`src/hw/rtl/ksm_pkg.sv`:
```
// Package for the key sequence matcher: field widths, operation codes and
// the reset value of the first key code register.
// No dependencies; imported by key_sequence_matcher_top.
package ksm_pkg;

    typedef logic [7:0] t_byte;

    localparam int unsigned KEY_W      = 8;
    localparam int unsigned IDX_W      = 5;
    localparam int unsigned BYTES_W    = 32;
    localparam int unsigned IN_TDATA_W = 48;
    localparam int unsigned SEQ_BYTES  = 4;

    localparam logic OP_TABLE_WRITE = 1'b0;
    localparam logic OP_KEY_BYTE    = 1'b1;

    localparam t_byte FIRST_KEY_CODE_RST = 8'd128;

endpackage

```
`src/hw/rtl/key_sequence_matcher_top.sv`:
```
// Terminal key escape sequence matcher: sequence table, byte buffer and a
// sequencer around one shared byte comparator.
// Depends on ksm_pkg.
//
// Channel   Direction  Handshake                     Payload
// s_axis    in         s_axis_tvalid/s_axis_tready   tdata: index, bytes, key; tuser: operation
// m_axis    out        m_axis_tvalid/m_axis_tready   tdata: key_value; tuser: is_sequence
// cfg       in         i_cfg_valid/o_cfg_ready       i_cfg_data: first_key_code
//
// A table write is stored as it is accepted. A key byte is accepted, then table entries
// are scanned for its first byte, up to three more bytes are compared per candidate entry
// and a closing step loads the result, unless an entry waits for a byte not yet received.
// The single byte comparator reads one table byte a cycle.
// Synchronous active-low reset clears the table, the buffer and all control state.
// The input is not ready while a key byte is being worked on; a result waits in the
// output register, and work only stalls when a new result meets a full output register.
module key_sequence_matcher_top
    import ksm_pkg::*;
#(
    parameter int unsigned TABLE_ENTRIES = 17
) (
    input  logic                  i_clk,
    input  logic                  i_rst_n,
    input  logic                  s_axis_tvalid,
    output logic                  s_axis_tready,
    // [4:0] entry_index, [36:5] entry_bytes, [44:37] key_byte, [47:45] zero
    input  logic [IN_TDATA_W-1:0] s_axis_tdata,
    // [0] operation
    input  logic                  s_axis_tuser,
    output logic                  m_axis_tvalid,
    input  logic                  m_axis_tready,
    // [7:0] key_value
    output logic [KEY_W-1:0]      m_axis_tdata,
    // [0] is_sequence
    output logic                  m_axis_tuser,
    input  logic                  i_cfg_valid,
    output logic                  o_cfg_ready,
    input  logic [KEY_W-1:0]      i_cfg_data
);

    localparam int unsigned EW = (TABLE_ENTRIES > 1) ? $clog2(TABLE_ENTRIES) : 1;

    localparam logic [1:0] ST_IDLE   = 2'd0;
    localparam logic [1:0] ST_SEARCH = 2'd1;
    localparam logic [1:0] ST_ADV    = 2'd2;

    localparam logic [EW:0] ENT_END = (EW + 1)'(TABLE_ENTRIES);

    logic [BYTES_W-1:0] r_table [TABLE_ENTRIES];
    t_byte              r_read_bytes [SEQ_BYTES];
    t_byte              n_read_bytes [SEQ_BYTES];
    logic [1:0]         r_state, n_state;
    logic [EW:0]        r_ent, n_ent;
    logic [2:0]         r_pos, n_pos;
    logic [1:0]         r_bri, n_bri;
    logic [EW-1:0]      r_cur_entry, n_cur_entry;
    logic [1:0]         r_cmp_pos, n_cmp_pos;
    logic               r_pending, n_pending;
    t_byte              r_first_code;
    logic               r_out_valid, n_out_valid;
    t_byte              r_out_value, n_out_value;
    logic               r_out_seq, n_out_seq;

    logic [IDX_W-1:0]   w_idx;
    logic [BYTES_W-1:0] w_bytes;
    t_byte              w_key;
    logic               w_in_acc;
    logic               w_slot_free;
    logic [BYTES_W-1:0] w_word;
    logic [1:0]         w_bpos;
    t_byte              w_byte;
    t_byte              w_cmp_b;
    logic               w_equal;

    assign w_idx   = s_axis_tdata[IDX_W-1:0];
    assign w_bytes = s_axis_tdata[IDX_W+BYTES_W-1:IDX_W];
    assign w_key   = s_axis_tdata[IDX_W+BYTES_W+KEY_W-1:IDX_W+BYTES_W];

    assign s_axis_tready = (r_state == ST_IDLE);
    assign w_in_acc      = s_axis_tvalid && s_axis_tready;
    assign w_slot_free   = !r_out_valid || m_axis_tready;
    assign o_cfg_ready   = 1'b1;
    assign m_axis_tvalid = r_out_valid;
    assign m_axis_tdata  = r_out_value;
    assign m_axis_tuser  = r_out_seq;

    // Shared comparator: one table byte against one buffered byte.
    assign w_word  = (r_ent < ENT_END) ? r_table[r_ent[EW-1:0]] : '0;
    assign w_bpos  = (r_state == ST_ADV) ? r_pos[1:0] : 2'd0;
    assign w_byte  = w_word[8*w_bpos +: 8];
    assign w_cmp_b = (r_state == ST_ADV) ? r_read_bytes[r_pos[1:0]] : r_read_bytes[0];
    assign w_equal = (w_byte == w_cmp_b);

    always_comb begin
        n_state      = r_state;
        n_ent        = r_ent;
        n_pos        = r_pos;
        n_bri        = r_bri;
        n_cur_entry  = r_cur_entry;
        n_cmp_pos    = r_cmp_pos;
        n_pending    = r_pending;
        n_read_bytes = r_read_bytes;
        n_out_valid  = r_out_valid && !m_axis_tready;
        n_out_value  = r_out_value;
        n_out_seq    = r_out_seq;

        case (r_state)
            ST_IDLE: begin
                if (w_in_acc && (s_axis_tuser == OP_KEY_BYTE)) begin
                    n_pending = 1'b0;
                    if (r_pending) begin
                        n_read_bytes[r_cmp_pos] = w_key;
                        n_bri   = r_cmp_pos;
                        n_ent   = {1'b0, r_cur_entry};
                        n_pos   = {1'b0, r_cmp_pos};
                        n_state = ST_ADV;
                    end else begin
                        n_read_bytes[0] = w_key;
                        n_bri   = 2'd0;
                        n_ent   = '0;
                        n_state = ST_SEARCH;
                    end
                end
            end
            ST_SEARCH: begin
                if (r_ent == ENT_END) begin
                    // No candidate left: the last byte read goes out raw.
                    if (w_slot_free) begin
                        n_out_valid = 1'b1;
                        n_out_value = r_read_bytes[r_bri];
                        n_out_seq   = 1'b0;
                        n_state     = ST_IDLE;
                    end
                end else if (w_equal) begin
                    n_pos   = 3'd1;
                    n_state = ST_ADV;
                end else begin
                    n_ent = r_ent + 1'b1;
                end
            end
            ST_ADV: begin
                if (r_pos[2] || (w_byte == 8'd0)) begin
                    if (w_slot_free) begin
                        n_out_valid = 1'b1;
                        n_out_value = r_first_code + 8'(r_ent);
                        n_out_seq   = 1'b1;
                        n_state     = ST_IDLE;
                    end
                end else if (r_pos[1:0] > r_bri) begin
                    // The entry is still alive but needs a byte not yet received.
                    n_pending   = 1'b1;
                    n_cur_entry = r_ent[EW-1:0];
                    n_cmp_pos   = r_pos[1:0];
                    n_state     = ST_IDLE;
                end else if (!w_equal) begin
                    n_ent   = r_ent + 1'b1;
                    n_state = ST_SEARCH;
                end else begin
                    n_pos = r_pos + 1'b1;
                end
            end
            default: begin
                n_state = ST_IDLE;
            end
        endcase
    end

    always_ff @(posedge i_clk) begin
        if (!i_rst_n) begin
            for (int i = 0; i < TABLE_ENTRIES; i++) begin
                r_table[i] <= '0;
            end
            for (int i = 0; i < SEQ_BYTES; i++) begin
                r_read_bytes[i] <= '0;
            end
            r_state      <= ST_IDLE;
            r_ent        <= '0;
            r_pos        <= '0;
            r_bri        <= '0;
            r_cur_entry  <= '0;
            r_cmp_pos    <= '0;
            r_pending    <= 1'b0;
            r_first_code <= FIRST_KEY_CODE_RST;
            r_out_valid  <= 1'b0;
            r_out_value  <= '0;
            r_out_seq    <= 1'b0;
        end else begin
            if (w_in_acc && (s_axis_tuser == OP_TABLE_WRITE) &&
                    ({1'b0, w_idx} < (IDX_W + 1)'(TABLE_ENTRIES))) begin
                r_table[w_idx[EW-1:0]] <= w_bytes;
            end
            if (i_cfg_valid) begin
                r_first_code <= i_cfg_data;
            end
            r_read_bytes <= n_read_bytes;
            r_state      <= n_state;
            r_ent        <= n_ent;
            r_pos        <= n_pos;
            r_bri        <= n_bri;
            r_cur_entry  <= n_cur_entry;
            r_cmp_pos    <= n_cmp_pos;
            r_pending    <= n_pending;
            r_out_valid  <= n_out_valid;
            r_out_value  <= n_out_value;
            r_out_seq    <= n_out_seq;
        end
    end

    a_key_starts_work: assert property (@(posedge i_clk) disable iff (!i_rst_n)
        (w_in_acc && (s_axis_tuser == OP_KEY_BYTE)) |=> (r_state != ST_IDLE))
        else $error("key byte accepted but sequencer stayed idle");

    a_pending_pos: assert property (@(posedge i_clk) disable iff (!i_rst_n)
        r_pending |-> ((r_cmp_pos != 2'd0) && (r_cmp_pos > r_bri)))
        else $error("pending match waits at an impossible byte position");

    a_result_source: assert property (@(posedge i_clk) disable iff (!i_rst_n)
        $rose(r_out_valid) |-> (($past(r_state) == ST_SEARCH) || ($past(r_state) == ST_ADV)))
        else $error("result raised outside a search or compare step");

    a_adv_in_range: assert property (@(posedge i_clk) disable iff (!i_rst_n)
        (r_state == ST_ADV) |-> (r_ent < ENT_END))
        else $error("compare step on an entry beyond the table");

endmodule

```
`config.mk`:
```
export PLATFORM = sky130hd
export DESIGN_NAME = key_sequence_matcher_top
export DESIGN_NICKNAME = d
export VERILOG_FILES = /design/src/hw/rtl/ksm_pkg.sv /design/src/hw/rtl/key_sequence_matcher_top.sv
export SDC_FILE = /design/constraint.sdc
export NUM_CORES = 1
export LEC_CHECK = 0
export BUFFER_PORTS_ARGS = -buffer_cell sky130_fd_sc_hd__buf_2
export CAP_MARGIN = 25
export CELL_PAD_IN_SITES_DETAIL_PLACEMENT = 1
export CELL_PAD_IN_SITES_GLOBAL_PLACEMENT = 2
export CORE_MARGIN = 2
export CORE_UTILIZATION = 51
export DETAILED_ROUTE_END_ITERATION = 10
export HOLD_SLACK_MARGIN = 0.1
export PLACE_DENSITY = 0.87
export SLEW_MARGIN = 20
export SYNTH_ARGS = -nofsm -noshare
export SYNTH_HDL_FRONTEND = slang
export SYNTH_SLANG_ARGS = --single-unit
```
`constraint.sdc`:
```
create_clock -name i_clk -period 11.9 [get_ports i_clk]
set_clock_uncertainty 0.2 [all_clocks]
set_input_delay 2.38 -clock i_clk [delete_from_list [all_inputs] [get_ports i_clk]]
set_output_delay 2.38 -clock i_clk [all_outputs]
set_load 0.01 [all_outputs]
```
### Word-level counts from Yosys, hierarchy flattened

Memories as Yosys holds them, arrays and structs flattened. A register that Yosys moved wholly into a read port is not among the register bits.
Cells that the tools add are included.

| storage, ports and cells | value |
|---|---|
| word-level logic and storage cells | 139 |
| RAM bits | 544 |
| memories kept | 1 |
| register bits after elaboration | 71 |
| bits in read-only memories | 0 |
| latch bits | 0 |

Memories:

| memory | words | bits a word | read ports | clocked after Yosys merged registers in | write ports | line | RTL |
|---|---|---|---|---|---|---|---|
| r_table | 17 | 32 | 1 | 1 | 17 | key_sequence_matcher_top.sv:49 | `logic [BYTES_W-1:0] r_table [TABLE_ENTRIES];` |

| operators by class | value |
|---|---|
| $lt $le $gt $ge | 7 |
| div/mod/pow operators | 0 |
| equal/unequal tests | 18 |
| reduce and logical (&&, ||, !) cells | 24 |
| muxes and demuxes | 65 |
| $add $sub $neg | 3 |
| $mul | 0 |
| bitwise operators | 5 |
| shifts and indexed selects | 1 |

Operators with widths:

| cell | count |
|---|---|
| 8-bit 2-to-1 mux | 11 |
| 32-bit 2-to-1 mux | 2 |
| 8-bit binary-select mux with 2-bit select | 2 |
| 32-bit bitwise mux | 1 |
| 32-bit OR reduction | 1 |
| 32-bit by 6-bit variable part select with 8-bit output | 1 |
| 6-bit 2-to-1 mux | 5 |
| 3-bit 2-to-1 mux | 7 |
| 2-bit 2-to-1 mux | 10 |
| 5-bit 2-to-1 mux | 4 |
| 6-bit case mux with 3 select lines | 1 |
| 8-bit demux with 2-bit select | 1 |
| 2-bit != test, second input constant | 8 |
| 8-bit case mux with 2 select lines | 1 |
| 1-bit 2-to-1 mux | 15 |
| 5-bit AND reduction | 2 |
| 3-bit >= comparator, second input constant | 3 |
| 2-bit NOT with 3-bit output | 3 |
| 3-bit case mux with 3 select lines | 1 |
| 3-bit AND reduction | 3 |
| 8-bit by 6-bit adder with 8-bit output | 1 |
| 8-bit equality test | 1 |
| 8-bit logical NOT | 1 |
| 2-bit by 1-bit != test with 1-bit output, second input constant | 4 |
| other kinds (23) | 34 |

### Depth between registers and ports, before layout

| depth | value |
|---|---|
| word-level depth | 12 |
| mapped depth | 18 |
| mapped depth without buffers | 13 |

### Worst setup path before layout

Ideal clock, no wire load.

| path | value |
|---|---|
| path kind | input to register |
| start point | in i_rst_n |
| end point | mem r_table[7][0], enable pin |
| setup slack | 5.813 ns |
| required time | 11.234 ns |
| path buffers | 1 |
| stages | 5 |
| arrival | 5.421 ns |
| cell sequence | clkbuf_1 > nand4b_1 > nor2_1 > nand3b_1 > o21ai_0 |

RTL lines:

| element | line | RTL |
|---|---|---|
| from (decl) | key_sequence_matcher_top.sv:23 | `input logic i_rst_n,` |
| to (decl) | key_sequence_matcher_top.sv:49 |  |

==> results.py <==
metrics = {
    "sta": {
        "finalHoldViolCount": 0,
        "fin_setup_tns_ns": 0,
        "max_slew_margin_pct": 28.1,
        "post-route-min-period_ns": 6.47,
        "min_period_over_period_pct": 54.4,
        "worst_slew_pin_slew_ns": 1.08,
        "fin_ws_ns": 5.43,
        "rsz0062_at_grt": "no",
        "setup_viol": 0,
        "slew_viol_final": 0,
        "fmax_mhz": 155,
    },
    "job": {
        "drv_cap": 0,
    },
    "worst_setup_path": {
        "end_kind": "flop",
        "cp_max_fo": 43,
        "path_class": "reg -> reg",
        "worstPathRequired_ns": 12.28,
        "startpoint_type": "flop",
        "worst_r2r_endpoint": "r_ent[0]$_SDFFE_PN0P_",
        "reg2reg_slack_ns": 5.43,
        "arrival_ns": 6.85,
        "r2r_cells": 13,
        "crit_end": "r_ent[0]$_SDFFE_PN0P_",
    },
    "yosys": {
        "yosys_register_bits": 1100,
        "ys_seq_area_share_pct": 67.4,
        "yosysTopAreaCell": "edfxtp_1",
        "synth.most_common_cell": "edfxtp_1",
        "synth_area_um2": 47900,
        "netlist-cell-type-count": 99,
        "syn_area_per_cell_um2": 16.2,
        "syn_inst": 2960,
        "synth_common_cells": "edfxtp_1 (1024), and2_1 (551), mux2i_1 (226)",
        "async_flop_share_pct": 0,
        "synth_edf_count": 1024,
        "yosys.area.top_type_share_pct": 64.2,
        "synth_top_flop_cell": "edfxtp_1",
        "ys.warnings.count": 0,
        "netlist_top_cells_area": "edfxtp_1 (64%), mux4_2 (8.3%), and2_1 (7.2%), mux2i_1 (4.7%), dfxtp_1 (3.2%)",
    },
    "power_and_ir_drop": {
        "power_density_nw_per_um2": 167,
        "p_leak_uw": 0.0199,
        "peakVddDrop_v": 0.000111,
    },
    "clock_tree": {
        "cts.path.max_buffers": 3,
        "clock_latency_ns": 0.71,
        "cts_tree": "done",
        "cts_repair_resize_count": 0,
        "cts_setup_buffers": 0,
        "cts_max_level": 3,
        "path_clk_slew_ns": 0.06,
        "hold_buffers": 0,
        "cts_made_buffers": 114,
        "cts_root_buf": "clkbuf_16",
        "clock_sinks": 1100,
    },
    "placement": {
        "finalWeightedCongestion": 0.825,
        "hpwl_um": 80200,
        "dp.cells": 4615,
        "dp_slack_ns": 5.06,
        "numPortBuffers": 69,
    },
    "route": {
        "dr.pass1.iters": 5,
        "routed_wl_um": 134000,
        "drc": 0,
        "ant_nets": 0,
        "drt_iter0_drc": 3002,
        "wl_per_cell_um": 27.6,
        "num_vias": 28000,
        "via_per_inst": 5.78,
    },
    "global_route": {
        "overflow": 0,
        "grt_usage_pct": 28.3,
        "grt_start_max_net_pins": 99,
        "grt_pass1_vias": 30100,
        "antenna_found_initial": 18,
        "grt_pass1_wl_um": 197000,
    },
    "finish": {
        "postLayoutCoreUtil_pct": 59.1,
        "final_layout_size_suffix_gt1_share_pct": 15.8,
        "final_cells": 4837,
        "syn_to_final_growth_pct": 15.1,
        "nets": 3561,
    },
    "die": {
        "die-area_um2": 96300,
        "pin_count": 74,
        "die_h_um": 310,
        "core_area_um2": 93200,
        "start_util_pct": 51.4,
        "die_w_um": 310,
        "rows": 112,
    },
    "worst_hold_path": {
        "hp-class": "reg -> reg",
    },
    "run_status": {
        "status": "finished, final reports clean",
    },
}
[critical path: stages (launching register included)]
cell and delay (ns):
dfxtp_4 0.51, buf_4 0.64, buf_4 0.78, mux4_1 0.66, nor2b_1 0.15, a211oi_1 0.56
or4_1 0.31, nand4_1 0.26, or4_1 0.62, or4_4 0.46, nor2_1 0.22, o22a_1 0.41
nor2_1 0.17, o221a_2 0.29
[kinds of logic (layout without fill, tap and decap cells)]
kind of cell,after synthesis,in the layout,share of synthesized area (%)
AOI/OAI and AO/OA,294,294,4.47
adders and majority gates,17,17,0.460
and+or+nand+nor,871,871,10.5
muxes,427,427,14.2
DFF,1100,1100,67.4
xor gates and xnor gates,10,10,0.183
buffers and inverters,239,380,2.71
other,2,484,0.0157
[sequential cells by signal (all words and copies together), names as in the netlist, 3 cells and up, named ones only]
signal,cells
r_first_code,8
r_table,1024
r_cur_entry,5
r_ent,6
r_read_bytes,32
r_pos,3
m_axis_tdata,8
[report_power, final]
part / leakage [uW] / switching (uW) / total, uW / internal [uW]
combinational: 0.00717 / 697 / 1120 / 428
sequential: 0.0109 / 79.8 / 4530 / 4450
clock: 0.00178 / 1510 / 3530 / 2020
total: 0.0199 / 2290 / 9190 / 6900
[placed cells by master, fill, tap and decap left out, types with 27 or more instances in the layout]
cell and n:
a21oi_1 55, a22oi_1 100, and2_1 550, buf_2 69, buf_4 63, clkbuf_16 117, clkinv_1 31, conb_1 481
dfxtp_1 71, edfxtp_1 1024, mux2i_1 226, mux4_2 177, nand2_1 72, nand3_1 43, nor2_1 92, o21ai_0 27
[layout make-up]
| class | count | area, um^2 |
|---|---|---|
| inverter | 21 | 78.8 |
| sequential | 1100 | 32300 |
| antenna | 3 | 7.51 |
| multi-input combinational | 2100 | 16400 |
| tap | 1254 | 1570 |
| clock buffer | 143 | 3040 |
| clock inverter | 71 | 631 |
| timing repair buffer | 145 | 1090 |
| fill | 8627 | 38100 |
[metrics by stage]
stage / power, uW / cell area (um^2) / hold slack [ns]
3_3_place_gp: 5670 / 51200 / 0.245
2_1_floorplan: 5350 / 49700 / 0.262
3_5_place_dp: 5720 / 51300 / 0.288
6_report: 9190 / 55100 / 0.310
5_1_grt: 9470 / 55100 / 0.330
4_1_cts: 9220 / 55000 / 0.312
[routing by layer]
metal	part of all wire [%]	up-vias	GRT usage, %
met5	0.075	-	0
met2	49	1072	47.1
met1	39	14600	36.2
met3	7.9	308	6.18
li1	-	11900	-
met4	4.0	14	11.4
[how the worst min path moves through the flow]
stage,start,end,slack [ns],cells past startpoint
6_report,r_first_code[0]$_SDFFE_PN0P_,r_first_code[0]$_SDFFE_PN0P_,0.31,2
2_1_floorplan,r_first_code[7]$_SDFFE_PN1P_,r_first_code[7]$_SDFFE_PN1P_,0.26,2
4_1_cts,r_cur_entry[2]$_SDFFE_PN0P_,r_ent[2]$_SDFFE_PN0P_,0.31,2
5_1_grt,r_cur_entry[2]$_SDFFE_PN0P_,r_ent[2]$_SDFFE_PN0P_,0.33,2
3_5_place_dp,r_cur_entry[1]$_SDFFE_PN0P_,r_cur_entry[1]$_SDFFE_PN0P_,0.29,2
3_3_place_gp,m_axis_tdata[7]$_SDFFE_PN0P_,m_axis_tdata[7]$_SDFFE_PN0P_,0.24,2
No activity file was read; power rests on OpenSTA's default activity.
